===== src/rtl/core/okm_ram.sv =====
// ----------------------------------------------------------------------------
// okm_ram
// Generic single-write, single-read RAM with registered read data.
// ----------------------------------------------------------------------------
module okm_ram #(
  parameter int Width = 8,
  parameter int Depth = 8
) (
  input  logic                     clk,
  input  logic                     we,
  input  logic [$clog2(Depth)-1:0] waddr,
  input  logic [Width-1:0]         wdata,
  input  logic [$clog2(Depth)-1:0] raddr,
  output logic [Width-1:0]         rdata
);
  logic [Width-1:0] mem [Depth];
  always_ff @(posedge clk) begin
    if (we) mem[waddr] <= wdata;
    rdata <= mem[raddr];
  end
endmodule


===== config.mk =====
export PLATFORM = sky130hd
export DESIGN_NAME = okm_ram
export DESIGN_NICKNAME = d
export VERILOG_FILES = /design/src/rtl/core/okm_ram.sv
export SDC_FILE = /design/constraint.sdc
export NUM_CORES = 1
export LEC_CHECK = 0
export BUFFER_PORTS_ARGS = -buffer_cell sky130_fd_sc_hd__buf_2
export CORE_ASPECT_RATIO = 1.4
export CORE_MARGIN = 1.5
export CORE_UTILIZATION = 50
export DETAILED_ROUTE_END_ITERATION = 6
export GPL_TIMING_DRIVEN = 0
export PLACE_DENSITY = 0.76
export SKIP_CTS_REPAIR_TIMING = 1
export SYNTH_ARGS = -nofsm -noshare
export SYNTH_HDL_FRONTEND = slang
export SYNTH_SLANG_ARGS = --single-unit

===== constraint.sdc =====
create_clock -name clk -period 3.4 [get_ports clk]
set_clock_uncertainty 0.05 [all_clocks]
set_input_delay 0.51 -clock clk [delete_from_list [all_inputs] [get_ports clk]]
set_output_delay 0.51 -clock clk [all_outputs]
set_load 0.02 [all_outputs]

==> impl_metrics.csv <==
group,metric,value,unit
sta,fin_crit_sh,0.468,
floorplan,die_width,65.0,um
placement,dp_cells,200,
clocking,htreeDepth,3,
placement,dpl.hpwl,2.70,mm
power,p_leak,1.06,nW
synthesis,netlist_instances,114,
global_routing,met2_usage,0.276,
synthesis,synthSimpleGateAreaFrac,0.0219,
synthesis,synthAdderAreaFrac,0,
setup_path,path_class,"in2reg",
global_routing,overflow,0,
sta,holdWs,0.393,ns
clocking,cts_buffers,9,
clocking,cts_sinks,72,
clocking,clk_path_buf_depth,2,
global_routing,grt_start_max_net_pins,12,
route,antenna_left,0,
synthesis,syn_nets,130,
sta,max_slew_margin,0.406,
sta,rsz0062_at_grt,"no",
floorplan,start_util,0.518,
global_routing,grt.busiest_layer,"met2",
global_routing,first_global_vias,1201,
synthesis,synth-edff-count,64,
cells_and_area,layout.nets,161,
synthesis,synth_ff_type,"edfxtp_1",
setup_path,cp-start-kind,"input pin",
route,drt_iter0_markers,36,
synthesis,synth_top_family_by_area,"multiplexers",
synthesis,synthXorXnorAreaFrac,0,
power,p_int,0.00138,W
sta,tightest_slew,0.888,ns
synthesis,async_reset_ff_frac,0,
cells_and_area,antenna_cells,0,
global_routing,antenna_found_initial,0,
min_path,hold_class,"in2reg",
sta,post-route-min-period,1.59,ns
global_routing,met1_usage,0.171,
global_routing,grt_use_met3,0.0538,
power,combPwrFrac,0.062,
floorplan,dieArea,0.00584,mm^2
sta,hold_viol,0,
setup_path,crit_required,3.31,ns
route,vias_per_cell,5.55,
clocking,clockRootBuffer,"clkbuf_8",
floorplan,std_cell_rows,31,
synthesis,synthDistinctLibCells,14,
setup_path,end_kind,"register",
clocking,insertion_delay,0.34,ns
placement,placed_area,0.00287,mm^2
synthesis,yosys-top-cells-count,"edfxtp_1 (64), mux4_1 (15), dfxtp_1 (8), mux2_2 (8), nor2_1 (6)",
synthesis,synth.most_common_cell,"edfxtp_1",
cells_and_area,area_delta_synth_final,13.8,%
global_routing,grt_use_total,0.159,
route,drcViolationCount,0,
floorplan,coreArea,0.00520,mm^2
synthesis,yosys_warnings,0,
route,drt-pass1-iter-count,4,
floorplan,die_h,89.8,um
synthesis,synth.top_cell.area_share,0.714,
route,routed_wl,4.19,mm
cells_and_area,drive_above_1_share,0.307,
synthesis,seq_area_frac_synth,0.774,
route,wire_per_inst,19.4,um
sta,drv_slew,0,
route,dr_total_vias,1199,
power,clkPwrFrac,0.354,
outcome,status,"finished, final reports clean",
power,vdd_ir_drop_max,358,uV
placement,gp_congestion,0.695,
floorplan,io_pins,24,
cells_and_area,finalInstanceArea,0.00306,mm^2
sta,layout_setup_ws,1.81,ns
power,pwr-share-seq,0.584,
global_routing,grt_pass1_wl,6.20,mm
sta,setup_tns,0,ns
run,max_cap_violations,0,
synthesis,synth.area.top_cells,"edfxtp_1 (71%), mux4_1 (15%), dfxtp_1 (6.0%)",
synthesis,yosysTopAreaCell,"edfxtp_1",
synthesis,synth_area,0.00269,mm^2
cells_and_area,fin_cells,216,
sta,fmax,0.628,GHz
synthesis,ys_seq_elements,72,
placement,dpl_worst_slack,1.04,ns
setup_path,path_max_fanout,8,
clocking,clk_pin_slew_worst_paths,0.07,ns
placement,io_buffers,20,
clocking,cts_tree,"done",
synthesis,synthMuxAreaShare,0.188,
synthesis,synth-compound-area-share,0,
setup_path,worstPathArrival,1.50,ns
power,power.density,562,mW/mm^2
power,switchingPower,0.000344,W
sta,setup_viol,0,
synthesis,avgSynthCellArea,23.6,um^2
power,p_sw_frac,0.200,
[placed cells by master (no fill, tap or decap)]
cell type | netlist | layout
buf_1 | 1 | 1
dfxtp_1 | 8 | 8
mux4_1 | 15 | 15
nand2_1 | 2 | 2
nor3_2 | 0 | 2
clkinv_2 | 0 | 2
bufinv_16 | 0 | 1
clkbuf_8 | 0 | 9
mux2_2 | 8 | 8
buf_12 | 1 | 1
clkinv_1 | 0 | 2
clkbuf_1 | 1 | 3
mux4_2 | 1 | 1
buf_2 | 1 | 21
edfxtp_1 | 64 | 64
buf_6 | 1 | 1
nand2b_1 | 3 | 3
nor2_1 | 6 | 6
[flip-flops by register name (all words and copies together), names as in the netlist]
signal	count
mem	64
rdata	8
[metal layers]
metal  wire length [um]  vias to the layer above
li1                   -                      547
met1               1570                      615
met2               2370                       30
met3                180                        7
met4                 74                        0
met5                  0                        -
[area by class of cell]
class,count,area [um^2]
Timing Repair Buffer,20,100
Clock buffer,11,131
Tap cell,66,82.6
Fill cell,405,2130
Clock inverter,5,47.5
Multi-Input combinational cell,37,576
Sequential cell,72,2080
Buffer,5,43.8
[path summary, 6_finish.rpt]
path	from	endpoint	slack, ns	cells past startpoint
hold reg to reg	mem[5][2]	rdata[2]	0.62	2
setup / recovery	waddr[2]	mem[3][3]	1.81	3
setup reg to reg	mem[3][3]	rdata[3]	2.08	2
hold / removal	wdata[5]	mem[3][5]	0.39	1
[per-stage QoR]
step,total power (W),utilization
detailed placement,0.00113,0.553
global placement,0.00112,0.553
floorplan,0.00109,-
global route,0.00178,0.589
finish,0.00172,0.589
CTS,0.00173,0.587
[cell families after synthesis]
logic type    count (synthesis)
buf+inv                       5
simple gates                 13
mux                          24
flops                        72
[worst max-delay path: stages]
cell and delay (ns):
buf_2 0.10, nand2b_1 0.20, nor2_1 0.69
[power by group through the flow]
stage / Sequential (W) / Clock [W] / Combinational, W
floorplan: 0.00104 / 0 / 0.0000534
global placement: 0.00102 / 0 / 0.000102
detailed placement: 0.00103 / 0 / 0.000107
CTS: 0.00101 / 0.000621 / 0.000107
global route: 0.00101 / 0.000657 / 0.000114
finish: 0.00101 / 0.000610 / 0.000106
(Power assumes the default switching activity.)
