==> src/rtl/core/okm_pkg.sv <==
// ----------------------------------------------------------------------------
// okm_pkg
// Shared constants and types for the online k-means update core.
// ----------------------------------------------------------------------------
package okm_pkg;
  localparam int Clusters     = 8;
  localparam int Dimension    = 8;
  localparam int FractionBits = 8;
  localparam int SampleW      = 16;
  localparam int MeanW        = SampleW + FractionBits;
  localparam int CountW       = 32;
  localparam int CidxW        = 3;
  localparam int LiveW        = 4;
  localparam int DiffW        = MeanW + 1;
  localparam int SqW          = 2 * DiffW;
  localparam int DistW        = 64;
  localparam int MagW         = MeanW + CountW + 1;

  localparam logic CmdNearest = 1'b0;
  localparam logic CmdNamed   = 1'b1;

  typedef logic signed [MeanW-1:0] mean_t;
  typedef logic signed [SampleW-1:0] sample_t;

  // Control from the sequencer to the lanes.
  typedef struct packed {
    logic load;
    logic div_start;
    logic div_step;
  } lane_ctl_t;
endpackage

==> src/rtl/core/okm_lane.sv <==
// ----------------------------------------------------------------------------
// okm_lane
// One vector element: squared difference for the search, and the bit-serial
// running-mean division for the update.
// ----------------------------------------------------------------------------
module okm_lane (
  input  logic                            clk,
  input  okm_pkg::lane_ctl_t              ctl,
  input  okm_pkg::sample_t                sample,
  input  okm_pkg::mean_t                  mean,
  input  logic [okm_pkg::CountW-1:0]      count,
  output logic [okm_pkg::SqW-1:0]         sq,
  output okm_pkg::mean_t                  new_mean
);
  localparam int MW = okm_pkg::MagW;
  localparam int CW = okm_pkg::CountW;

  logic signed [okm_pkg::MeanW-1:0] xf;
  logic signed [okm_pkg::DiffW-1:0] diff;
  logic [okm_pkg::DiffW-1:0] dmag;
  logic [okm_pkg::SqW-1:0] sq_reg;
  logic [MW-1:0] rem_q;
  logic [CW:0] rem;
  logic [CW:0] divisor;
  logic neg;
  logic [okm_pkg::MeanW-1:0] mmag, xmag;
  logic [MW-1:0] pm;
  logic [CW+1:0] trial;
  logic [CW:0] rnext;
  logic [MW-1:0] q;
  logic round_up;
  logic [okm_pkg::MeanW-1:0] qr;

  assign xf = okm_pkg::MeanW'({{okm_pkg::FractionBits{1'b0}}, sample} << okm_pkg::FractionBits);
  assign diff = okm_pkg::DiffW'(xf) - okm_pkg::DiffW'(mean);
  assign dmag = diff[okm_pkg::DiffW-1] ? okm_pkg::DiffW'(-diff) : okm_pkg::DiffW'(diff);

  always_ff @(posedge clk) begin
    if (ctl.load) sq_reg <= dmag * dmag;
  end
  assign sq = sq_reg;

  // Magnitude of mean*count + x. The product is registered before the add.
  assign mmag = mean[okm_pkg::MeanW-1] ? okm_pkg::MeanW'(-mean) : okm_pkg::MeanW'(mean);
  assign xmag = xf[okm_pkg::MeanW-1] ? okm_pkg::MeanW'(-xf) : okm_pkg::MeanW'(xf);

  always_ff @(posedge clk) begin
    if (ctl.load) pm <= MW'(mmag) * MW'(count);
  end

  // Restoring division: rem is the partial remainder; rem_q holds dividend and quotient bits.
  assign trial = {rem, rem_q[MW-1]} - {1'b0, divisor};
  assign rnext = trial[CW+1] ? {rem[CW-1:0], rem_q[MW-1]} : trial[CW:0];
  assign q = rem_q;
  assign round_up = ({1'b0, rem} >= ({1'b0, divisor} - {1'b0, rem}));
  assign qr = okm_pkg::MeanW'(q + MW'(round_up));

  always_ff @(posedge clk) begin
    if (ctl.div_start) begin
      divisor <= {1'b0, count} + 1'b1;
      rem <= '0;
      if (mean[okm_pkg::MeanW-1] == xf[okm_pkg::MeanW-1]) begin
        rem_q <= pm + MW'(xmag);
        neg <= mean[okm_pkg::MeanW-1];
      end else if (pm >= MW'(xmag)) begin
        rem_q <= pm - MW'(xmag);
        neg <= mean[okm_pkg::MeanW-1];
      end else begin
        rem_q <= MW'(xmag) - pm;
        neg <= xf[okm_pkg::MeanW-1];
      end
    end else if (ctl.div_step) begin
      rem <= rnext;
      rem_q <= {rem_q[MW-2:0], ~trial[CW+1]};
    end
  end

  assign new_mean = neg ? okm_pkg::mean_t'(-qr) : okm_pkg::mean_t'(qr);
endmodule

==> config.mk <==
export PLATFORM = sky130hd
export DESIGN_NAME = okm_lane
export DESIGN_NICKNAME = d
export VERILOG_FILES = /design/src/rtl/core/okm_pkg.sv /design/src/rtl/core/okm_lane.sv
export SDC_FILE = /design/constraint.sdc
export NUM_CORES = 2
export LEC_CHECK = 0
export BUFFER_PORTS_ARGS = -buffer_cell sky130_fd_sc_hd__clkbuf_2
export CAP_MARGIN = 20
export CORE_MARGIN = 10
export CORE_UTILIZATION = 30
export DETAILED_ROUTE_END_ITERATION = 12
export HOLD_SLACK_MARGIN = 0.05
export REMOVE_ABC_BUFFERS = 1
export SETUP_SLACK_MARGIN = 0.4
export SLEW_MARGIN = 20
export SYNTH_ARGS = -nofsm -noshare
export SYNTH_HDL_FRONTEND = slang
export SYNTH_SLANG_ARGS = --single-unit
==> constraint.sdc <==
create_clock -name clk -period 26.2 [get_ports clk]
set_input_delay 1.31 -clock clk [delete_from_list [all_inputs] [get_ports clk]]
set_output_delay 1.31 -clock clk [all_outputs]
set_load 0.01 [all_outputs]
==> PnR_summary.wiki <==
{| class="wikitable"
! Metric !! Value
|-
| Wirelength per Cell || 19.1 um
|-
| Total detailed-routing wirelength || about 190 mm
|-
| Count of boundary I/O pins || 150
|-
| Residual DRC count || 0
|-
| Area Overhead vs Synth || 7.80%
|-
| Count of max-cap constraint violations || 0
|-
| Synthesized instance count || 7065
|-
| Number of setup violations in the final report || 0
|-
| Mapped cell area || between 60000 and 70000 um2
|-
| Slew margin rel. || ~23%
|-
| CTS tree || built
|-
| Final net count || approximately 9000
|-
| Initial DRC count || between 3000 and 4000
|-
| Critical Path End Type || flip-flop
|-
| Setup Skew || roughly 19 ps
|-
| Count of instances resized after the clock tree is built || 0
|-
| Clock latency on the worst-skew pair || roughly 670 ps
|-
| Number of detailed-routing iterations run before antenna repair || 9
|-
| Area of the placeable core || 205000 um2
|-
| Clock tree buffer depth || 3
|-
| Final Hold Violating Endpoints || 0
|-
| Number of global-route vias before repair || 52431
|-
| Setup repair bufs after CTS || 0
|-
| Critical-path top delay cell || fa_1
|-
| CTS H-tree depth || 1
|-
| Most common cell type on the critical path || fa_1
|-
| GP Congestion || between 0.9 and 1
|-
| Final ANT Viol Nets || 0
|-
| Seq cells post-synth || 229
|-
| CP Data Arrival Time || roughly 12000 ps
|-
| Sequential cell area fraction in the yosys report || a little over a tenth
|-
| Wire length of the first global-routing pass || roughly 300 mm
|-
| Die area || roughly 220000 um2
|-
| Category of the critical setup timing path || primary input to flip-flop
|-
| Fraction of final layout cells sized beyond drive strength 1 || between 5 and 6%
|-
| GRT Residual Overflow || 0
|-
| Max-slew violation total from the final report || 0
|-
| Yosys synthesis warning count || 0
|-
| Initial antenna violation count || 34
|-
| Number of vias per cell after detailed routing || 5.04
|-
| Clock slew at the register clock pins of the worst setup and hold paths || roughly 80 ps
|-
| Maximum number of pins on one net before global-route repair || 76
|-
| Worst Hold Class || flip-flop to flip-flop
|-
| Number of flip-flops in the largest register || 57
|-
| Fin Setup TNS || 0 ps
|-
| Critical Path Start Type || primary input
|-
| Largest stage delay, worst path || 550 ps
|-
| Half-perimeter wire length of the detailed placement result || 150 mm
|-
| Synth Flop Type || edfxtp_1
|-
| Number of buffers created by CTS || 31
|-
| Fmax achieved || approximately 85 MHz
|-
| Post-Syn Area per Cell || around 8.8 um2
|-
| Required @ worst endpoint || 26620 ps
|-
| Transition time of the tightest slew-check pin || ~1100 ps
|-
| Final period utilization || approximately 45%
|-
| Final critical-path required period || 11830 ps
|-
| Clock root buffer master || clkbuf_16
|-
| Clk sinks || 229
|-
| Ys async rst share || 0%
|-
| Starting density of the core || a little under a third
|-
| Status || completed
|-
| Die span in y || around 470 um
|-
| X dimension of the die || roughly 470 um
|-
| Hold bufs inserted after CTS || 0
|-
| Count of different cell masters after synthesis || slightly below 100
|-
| Global router's overall resource usage || 16.4%
|-
| Largest fanout on the critical path || 45
|-
| EDFF count, synth || ~200
|-
| RSZ-0062 raised after global routing || no
|-
| Placement row count || around 170
|-
| Port buffer count || 148
|-
| Vias post-DR || a little under 50000
|}
## Yosys cell counts (all sizes together), types with 30 or more instances
master	instances	area, um2
a211oi	48	360
a21o	124	931
a21oi	252	1260
a31oi	43	269
and2	116	726
buf	47	255
clkbuf	295	1110
dfxtp	33	661
edfxtp	196	5890
fa	1127	22600
ha	535	6690
inv	1392	5230
nand2	905	3400
nand2b	77	482
nand3	100	500
nand4	62	388
nor2	433	1630
nor2b	170	1070
nor3	101	516
nor4	30	224
o21a	42	315
o21ai	169	857
o31ai	43	323
or3	31	199
xnor2	224	1980
xor2	101	903
## through the flow
stage          area [um2]  std cells  utilization [%]  worst slack (ps)  hold WS, ps
3_5_place_dp        65500       9662             32.0             13900          526
2_1_floorplan       60500       6740                -             14450          473
4_1_cts             66600       9720             32.5             14600          534
6_report            66600       9741             32.5             14370          533
5_1_grt             66600       9741             32.5             13790          554
3_3_place_gp        65500       9662             32.0             14100          516
## path summary, 6_finish.rpt
path | from | to | slack (ps) | depth (start not counted)
worst max register to register | pm[46] | q[56] | 20830 | 10
worst min register to register | rem[1] | rem[1] | 530 | 2
worst min-delay path | rem[1] | rem[1] | 530 | 2
worst max-delay path | mean[0] | sq[49] | 14370 | 38
## worst max-delay path, delay by kind of cell
family / cells / cell delay (ps)
compound gates: 8 / 1890
xor+xnor: 2 / 520
fa+ha+maj: 9 / 4360
buf+inv: 9 / 1500
simple gates: 10 / 2660
## layer usage
layer	vias to the layer above	GRT usage (%)	routed length, um
li1	22151	-	-
met1	24890	20.9	76400
met2	1671	27.6	89200
met3	374	1.82	11100
met4	2	8.48	9740
met5	-	0	13
## cell type report
| cell class | instances | area [um2] |
|---|---|---|
| clock inverter | 26 | 309 |
| sequential | 229 | 6550 |
| clock buffer | 32 | 779 |
| inverter | 1393 | 5230 |
| tap | 2688 | 3360 |
| timing repair buffer | 234 | 1400 |
| antenna | 21 | 52.6 |
| multi-input combinational | 5118 | 49000 |
| fill | 21379 | 138000 |
## cell usage in the layout (no fill, tap or decap), types with 87 or more instances in the layout
master and n:
edfxtp_1 196, xor2_1 97, nor3_1 99, nor2_1 432
nand2_1 904, o21ai_0 164, buf_4 87, nand3_1 100
ha_1 534, nor2b_1 169, clkbuf_2 146, and2_1 116
a21o_1 124, xnor2_1 200, fa_1 1127, a21oi_1 251
inv_1 1386
## kinds of logic after synthesis
family	share of synthesized area [%]
muxes	0.516
adders and majority gates	47.3
AOI/OAI and AO/OA	10.1
xor gates and xnor gates	4.69
and+or+nand+nor	16.1
buffers and inverters	10.7
DFF	10.6
other	0.0121
Power is left out: the tool's default activity adds up to more than one toggle a clock period on the data nets, which glitch-free logic cannot reach.
