===== src/rtl/core/okm_pkg.sv =====
// ----------------------------------------------------------------------------
// okm_pkg
// Shared constants and types for the online k-means update core.
// ----------------------------------------------------------------------------
package okm_pkg;
  localparam int Clusters     = 8;
  localparam int Dimension    = 8;
  localparam int FractionBits = 8;
  localparam int SampleW      = 16;
  localparam int MeanW        = SampleW + FractionBits;
  localparam int CountW       = 32;
  localparam int CidxW        = 3;
  localparam int LiveW        = 4;
  localparam int DiffW        = MeanW + 1;
  localparam int SqW          = 2 * DiffW;
  localparam int DistW        = 64;
  localparam int MagW         = MeanW + CountW + 1;

  localparam logic CmdNearest = 1'b0;
  localparam logic CmdNamed   = 1'b1;

  typedef logic signed [MeanW-1:0] mean_t;
  typedef logic signed [SampleW-1:0] sample_t;

  // Control from the sequencer to the lanes.
  typedef struct packed {
    logic load;
    logic div_start;
    logic div_step;
  } lane_ctl_t;
endpackage


===== src/rtl/core/okm_merge.sv =====
// ----------------------------------------------------------------------------
// okm_merge
// Adds the lane squares and keeps the running minimum.
// ----------------------------------------------------------------------------
module okm_merge (
  input  logic                                        clk,
  input  logic                                        clear,
  input  logic                                        take,
  input  logic [okm_pkg::CidxW-1:0]                   cand,
  input  logic [okm_pkg::Dimension*okm_pkg::SqW-1:0]  sqs,
  output logic [okm_pkg::CidxW-1:0]                   best_idx
);
  localparam int DW = okm_pkg::DistW;
  localparam int SW = okm_pkg::SqW;
  logic [SW-1:0] sq_pad [8];
  logic [SW:0] sum1 [4];
  logic [SW+1:0] sum2 [2];
  logic [DW-1:0] total;
  logic [DW-1:0] best;
  logic first;

  // Each square is below 2^49, so the sum of up to eight of them never comes
  // near the 64-bit width of the total and a plain adder tree is exact.
  always_comb begin
    for (int d = 0; d < 8; d++) begin
      sq_pad[d] = (d < okm_pkg::Dimension) ? sqs[d*SW +: SW] : '0;
    end
    for (int p = 0; p < 4; p++) begin
      sum1[p] = {1'b0, sq_pad[2*p]} + {1'b0, sq_pad[2*p+1]};
    end
    for (int p = 0; p < 2; p++) begin
      sum2[p] = {1'b0, sum1[2*p]} + {1'b0, sum1[2*p+1]};
    end
    total = DW'({1'b0, sum2[0]} + {1'b0, sum2[1]});
  end

  always_ff @(posedge clk) begin
    if (clear) begin
      first <= 1'b1;
      best_idx <= '0;
    end else if (take) begin
      first <= 1'b0;
      if (first || total < best) begin
        best <= total;
        best_idx <= cand;
      end
    end
  end
endmodule


===== config.mk =====
export PLATFORM = sky130hd
export DESIGN_NAME = okm_merge
export DESIGN_NICKNAME = d
export VERILOG_FILES = /design/src/rtl/core/okm_pkg.sv /design/src/rtl/core/okm_merge.sv
export SDC_FILE = /design/constraint.sdc
export NUM_CORES = 1
export LEC_CHECK = 0
export ABC_AREA = 1
export ABC_CLOCK_PERIOD_IN_PS = 12500
export BUFFER_PORTS_ARGS = -buffer_cell sky130_fd_sc_hd__buf_2
export CORE_MARGIN = 1.5
export CORE_UTILIZATION = 40
export DETAILED_ROUTE_END_ITERATION = 8
export GPL_TIMING_DRIVEN = 0
export PLACE_DENSITY = 0.61
export SLEW_MARGIN = 20
export SYNTH_ARGS = -nofsm -noshare
export SYNTH_HDL_FRONTEND = slang
export SYNTH_SLANG_ARGS = --single-unit

===== constraint.sdc =====
create_clock -name clk -period 12.5 [get_ports clk]
set_input_delay 0.625 -clock clk [delete_from_list [all_inputs] [get_ports clk]]
set_output_delay 0.625 -clock clk [all_outputs]
set_load 0.03 [all_outputs]

==> results of run 1 <==
worst max-delay path by stage:
stage | to | from | slack (ns)
floorplan | best[0] | sqs[2] | 4.40
global placement | best[24] | sqs[2] | 2.23
detailed placement | best[24] | sqs[2] | 4.89
CTS | best[28] | sqs[2] | 5.19
global route | best[21] | sqs[2] | 4.78
finish | best[23] | sqs[2] | 5.30
critical path, delay by kind of cell:
kind	cells	cell delay, ns
AOI/OAI and AO/OA	4	0.71
and+or+nand+nor	13	1.69
xor gates and xnor gates	1	0.27
adders and majority gates	7	3.00
buffers and inverters	9	0.90
metrics by stage:
| step | std cells | hold WS [ns] | setup slack (ns) |
|---|---|---|---|
| 6_report | 2605 | 0.456 | 5.30 |
| 5_1_grt | 2605 | 0.478 | 4.78 |
| 4_1_cts | 2605 | 0.461 | 5.19 |
| 3_5_place_dp | 2589 | 0.450 | 4.89 |
| 3_3_place_gp | 2587 | 0.450 | 2.23 |
| 2_1_floorplan | 1719 | 0.436 | 4.40 |
cell usage after synthesis, drive strengths merged:
| master | instances |
|---|---|
| edfxtp | 53 |
| a21oi | 99 |
| nor4 | 4 |
| o31ai | 2 |
| inv | 706 |
| clkbuf | 1 |
| o21a | 8 |
| nand3 | 25 |
| a21o | 8 |
| xnor2 | 15 |
| clkinv | 1 |
| o21ai | 48 |
| nand2 | 167 |
| o211ai | 2 |
| o211a | 1 |
| xor2 | 29 |
| a31oi | 9 |
| nand4 | 7 |
| ha | 105 |
| nor3 | 15 |
| dfxtp | 4 |
| a211oi | 1 |
| o21bai | 7 |
| fa | 299 |
| nor2 | 94 |
| a21boi | 3 |
| o311ai | 1 |
| o31a | 1 |
| nor3b | 2 |
| and3 | 2 |
layout make-up:
type                    count  area share
clock inverters             7     0.00273
clock buffers               9      0.0129
well taps                 461      0.0331
inverters                 707       0.152
repair buffers            409       0.119
flip-flops and latches     57      0.0960
multi-input cells         954       0.584
plain buffers               1    0.000215
metal layers:
layer  track usage  part of all wire  wire length [um]
met1         0.235              0.44             14000
met2         0.318              0.50             15800
met3        0.0244             0.049              1550
met4        0.0303            0.0099               313
met5             0                 0                 0
sequential cells by signal, indices dropped and copies added, names as in the netlist:
register  count
first         1
best         53
best_idx      3
layout by cell type (no fill, tap or decap), types with 3 or more instances in the layout:
master     count
buf_2        407
inv_2         11
nor2_1        90
o21ai_0       34
dfxtp_1        4
nand4_1        7
ha_1         105
nor2_2         3
nand2_1      157
o21ai_2        4
nor3_1        15
a21oi_1       90
a31oi_1        9
a21oi_2        7
clkbuf_16      9
xnor2_1       15
o21bai_1       4
nand2_2       10
a21o_1         8
xor2_1        29
clkinv_2       3
o21ai_1        9
nor4_1         3
edfxtp_1      53
o21a_1         8
inv_1        695
nand3_1       24
fa_1         299
logic make-up (layout without fill, tap and decap cells):
logic type | count (synthesis) | count (layout) | synth area share
flip-flops | 57 | 57 | 0.115
buffers and inverters | 708 | 1133 | 0.183
AO/OA/AOI/OAI | 190 | 190 | 0.0799
adder cells (fa/ha/maj) | 404 | 404 | 0.504
AND/OR/NAND/NOR | 316 | 316 | 0.0911
XOR/XNOR | 44 | 44 | 0.0266
==> impl_results.md, run 1 <==
* Sequential area share after synthesis at 0.115
* First-pass GRT wire length at 55000 um
* Startpoint class of the critical path: primary input
* CTS Buf Count at 9
* Post-CTS setup buffers at 0
* Top cells by area, synth: fa_1 41%, inv_1 18%, edfxtp_1 11%
* RSZ-0062 raised after global routing: false
* CTS sink cnt at 57
* Gp weighted congestion at 0.880
* Rel. slew slack at 0.678
* Die Y at 193 um
* Delay of the slowest critical-path stage at 0.55 ns
* WS Path Type: in -> reg
* Synthesized net count at 2529
* Setup violators final at 0
* Area grow syn2layout at 20.2%
* CP Data Required Time at 12.53 ns
* Vias per inst at 4.41
* Hold Buf Count CTS at 0
* Synth top area share at 0.413
* # diodes at 0
* CTS clk-pin slew, worst paths at 0.05 ns
* Worst-path fanout max at 25
* Reg-to-reg endpoint: best[23]
* GRT overflow at 0
* Failing checks: design-rule violations
* Largest net degree at the start of global routing at 26
* Min-Delay Path Depth at 2
* GRT Resource Usage Total at 0.179
* HPWL Detailed at 29900 um
* CTS root buffer: clkbuf_16
* Number of port buffers at 407
* Status: finished, violations left
* DRC at 23
* Wire per inst at 12.2 um
* Reg2Reg Depth at 15
* Skew-Pair Late Insertion Delay at 0.34 ns
* Data arrival, critical path at 7.24 ns
* Gate Count Post-Synth at 1719
* Layout Utilization at 0.489
* # resized after CTS at 0
* Fill cell count at 3515
* Max Buffers Root-to-Sink at 2
* Slew Viols, Final at 0
* Yosys top cell by area: fa_1
* Initial antenna violation count at 0
* Initial core utilization at 0.406
* Peak Freq at 139 MHz
* FF+latch area at 1670 sq um
* Die Wd at 193 um
* I/O pins at 409
* CP max-delay cell: fa_1
* Mapped Area at 14500 sq um
* R2r startpoint: best[25]
* DIE AREA at 37400 sq um
* Fin crit share at 0.576
* CTS tree: built
* Final Cell Area at 17400 sq um
* Worst Hold Class: reg -> reg
* Slew @ Worst Pin at 0.482 ns
* Area of the multi-input gates at 10200 sq um
* Yosys warning count at 0
* DR pass1 iterations at 7
* Clock period minus worst slack at 7.20 ns
* Max Cap Viol at 0
* Sink of the worst hold path: first
* Placed inst area at 17100 sq um
* Nets@finish at 2949
* Via Count at 11487
* Layout cells sized above 1 at 0.219
* Clock Skews at 0.00880 ns
* Nature of the critical path endpoint: flip-flop
* Hold path startpoint: first
* H-tree depth at 3
* Drt first-iter violations at 399
* Register bit total from synthesis at 57
* Number of global-route vias before repair at 12361
* Post-Route WL at 31700 um
* Fin. Hold Viols at 0
* Mean Syn Cell Area at 8.43 sq um
* Flop-to-flop setup slack at 9.54 ns
* Site Rows at 69
* Yosys cell types at 44
* Final ANT Viol Nets at 0
* Final setup TNS at 0 ns
* Most common cell on crit path: nand2_1
* Core area at 35700 sq um
Power of run 1 is left out: the tool's default activity adds up to more than one toggle a clock period on the data nets, which glitch-free logic cannot reach.
==> run 2: changes to the inputs <==
ABC_CLOCK_PERIOD_IN_PS = 6100   (was 12500)
PLACE_DENSITY = 0.63   (was 0.61)
clock period = 6.1 ns   (was 12.5 ns; I/O delays follow)
==> run 2 against run 1 <==
The run still ends with design-rule violations left; final cell count is 1.4% higher; cell area is 7.6% higher; count of clock-buffer cells in the layout is 1 higher; critical path depth stayed put; highest routed layer unchanged.
==> impl_results.md, run 2 (synthesis results as in run 1) <==
* Slew @ Worst Pin at 0.432 ns (-0.0500 ns)
* Flop-to-flop setup slack at 3.67 ns (-5.87 ns)
* Startpoint class of the critical path: primary input
* Reg-to-reg endpoint: best[7]
* Delay of the slowest critical-path stage at 0.55 ns (about the same)
* Clock Skews at 0.0104 ns (+0.00160 ns)
* Wire per inst at 12.9 um (+6.4%)
* Gp weighted congestion at 0.913 (+3.8%)
* Nets@finish at 2985 (+1.2%)
* Number of global-route vias before repair at 13010 (+5.3%)
* CP max-delay cell: fa_1
* Skew-Pair Late Insertion Delay at 0.34 ns (about the same)
* Hold path startpoint: clear
* Slew Viols, Final at 0 (unchanged)
* # diodes at 0 (unchanged)
* Via Count at 11950 (+4.0%)
* Status: finished, violations left
* Clock period minus worst slack at 5.92 ns
* Worst Hold Class: in -> reg
* DRC at 25 (+8.7%)
* Area grow syn2layout at 29.3%
* WS Path Type: in -> reg
* CTS Buf Count at 9 (unchanged)
* Initial core utilization at 0.406 (unchanged)
* Site Rows at 69 (unchanged)
* R2r startpoint: best[25]
* First-pass GRT wire length at 57000 um (+3.7%)
* Post-Route WL at 34200 um (+7.9%)
* GRT overflow at 0 (unchanged)
* Die Y at 193 um (unchanged)
* Most frequent cells in the layout: 687 x inv_1, 406 x buf_2, 294 x fa_1
* Number of port buffers at 407 (unchanged)
* HPWL Detailed at 30600 um (+2.2%)
* CTS root buffer: clkbuf_16
* Layout cells sized above 1 at 0.294 (+0.0753)
* Initial antenna violation count at 0 (unchanged)
* Drt first-iter violations at 413 (+3.5%)
* DIE AREA at 37400 sq um (unchanged)
* Largest net degree at the start of global routing at 38 (+46%)
* CTS tree: built
* CP Data Required Time at 6.20 ns (-6.33 ns)
* Min-Delay Path Depth at 3 (+1)
* Die Wd at 193 um (unchanged)
* Peak Freq at 169 MHz
* Max Cap Viol at 0 (unchanged)
* Setup WS pre-CTS at -1.04 ns (-5.93 ns)
* Largest register FFs at 53 (unchanged)
* CTS sink cnt at 57 (unchanged)
* Core area at 35700 sq um (unchanged)
* Vias per inst at 4.52 (+2.6%)
* Setup violators final at 0 (unchanged)
* Register bank with the most flops: best
* Data arrival, critical path at 6.02 ns (-1.22 ns)
* Fin crit share at 0.971
* Top Registers: best: 53 flops, best_idx: 3 flops, first: 1 flops
* Sink of the worst hold path: first
* Reg2Reg Depth at 15 (unchanged)
* Failing checks: design-rule violations
* Worst-path fanout max at 8 (-68%)
* DR pass1 iterations at 7 (unchanged)
* Max Buffers Root-to-Sink at 2 (unchanged)
* Final WS setup at 0.176 ns (-5.12 ns)
* Most common cell on crit path: inv_2
* H-tree depth at 3 (unchanged)
* CTS clk-pin slew, worst paths at 0.05 ns (about the same)
* Final ANT Viol Nets at 0 (unchanged)
* GRT Resource Usage Total at 0.185 (+0.00636)
* Rel. slew slack at 0.709 (+0.0311)
* Fin. Hold Viols at 0 (unchanged)
* Commonest non-fill, non-tap cell in the layout: inv_1
* I/O pins at 409 (unchanged)
* Nature of the critical path endpoint: flip-flop
-- run 2: how the worst max path moves through the flow --
stage | startpoint | endpoint | slack, ns | cells past startpoint
4_1_cts | sqs[18] | best[33] | 0.003 | 33
3_5_place_dp | sqs[252] | best[24] | -1.04 | 34
2_1_floorplan | sqs[252] | best[0] | -0.08 | 32
3_3_place_gp | sqs[18] | best[24] | -1.45 | 30
6_report | sqs[102] | best[7] | 0.18 | 34
5_1_grt | sqs[102] | best[7] | -0.12 | 34
-- run 2: per-stage QoR --
stage | utilization | setup TNS, ns | cell area (sq um) | std cells | hold slack (ns)
after floorplan | - | -4.34 | 14600 | 1719 | 0.436
after global placement | 0.483 | -76.98 | 17200 | 2587 | 0.464
after detailed placement | 0.484 | -47.21 | 17300 | 2589 | 0.475
after CTS | 0.495 | 0 | 17600 | 2610 | 0.273
after global routing | 0.526 | -5.50 | 18700 | 2641 | 0.303
final | 0.526 | 0 | 18700 | 2641 | 0.285
-- run 2: final cells by class --
| class | count | area [sq um] |
|---|---|---|
| multi-input cells | 954 | 11100 |
| repair buffers | 445 | 2430 |
| well taps | 461 | 577 |
| plain buffers | 1 | 3.75 |
| clock buffers | 10 | 229 |
| clock inverters | 6 | 82.6 |
| inverters | 707 | 2660 |
| fillers | 3406 | 16900 |
| flip-flops and latches | 57 | 1670 |
-- run 2: critical path: cells and delay by family --
kind	cells	cell delay [ns]
buffers and inverters	9	0.69
AOI/OAI and AO/OA	4	0.63
and+or+nand+nor	14	1.53
adders and majority gates	7	2.81
-- run 2: repair_timing --
item	4_1_cts	5_1_grt
gates resized for setup	9	168
pin swaps	5	66
setup endpoints to repair	53	56
setup buffers	6	25
gates cloned	0	6
hold buffers	0	0
-- run 2: layer usage --
metal	wire length, um	track usage	vias to the layer above
met2	17500	0.334	328
met1	14500	0.234	5752
li1	-	-	5821
met3	1570	0.0237	49
met5	0	0	-
met4	699	0.0490	0
Power of run 2 is left out for the same reason.
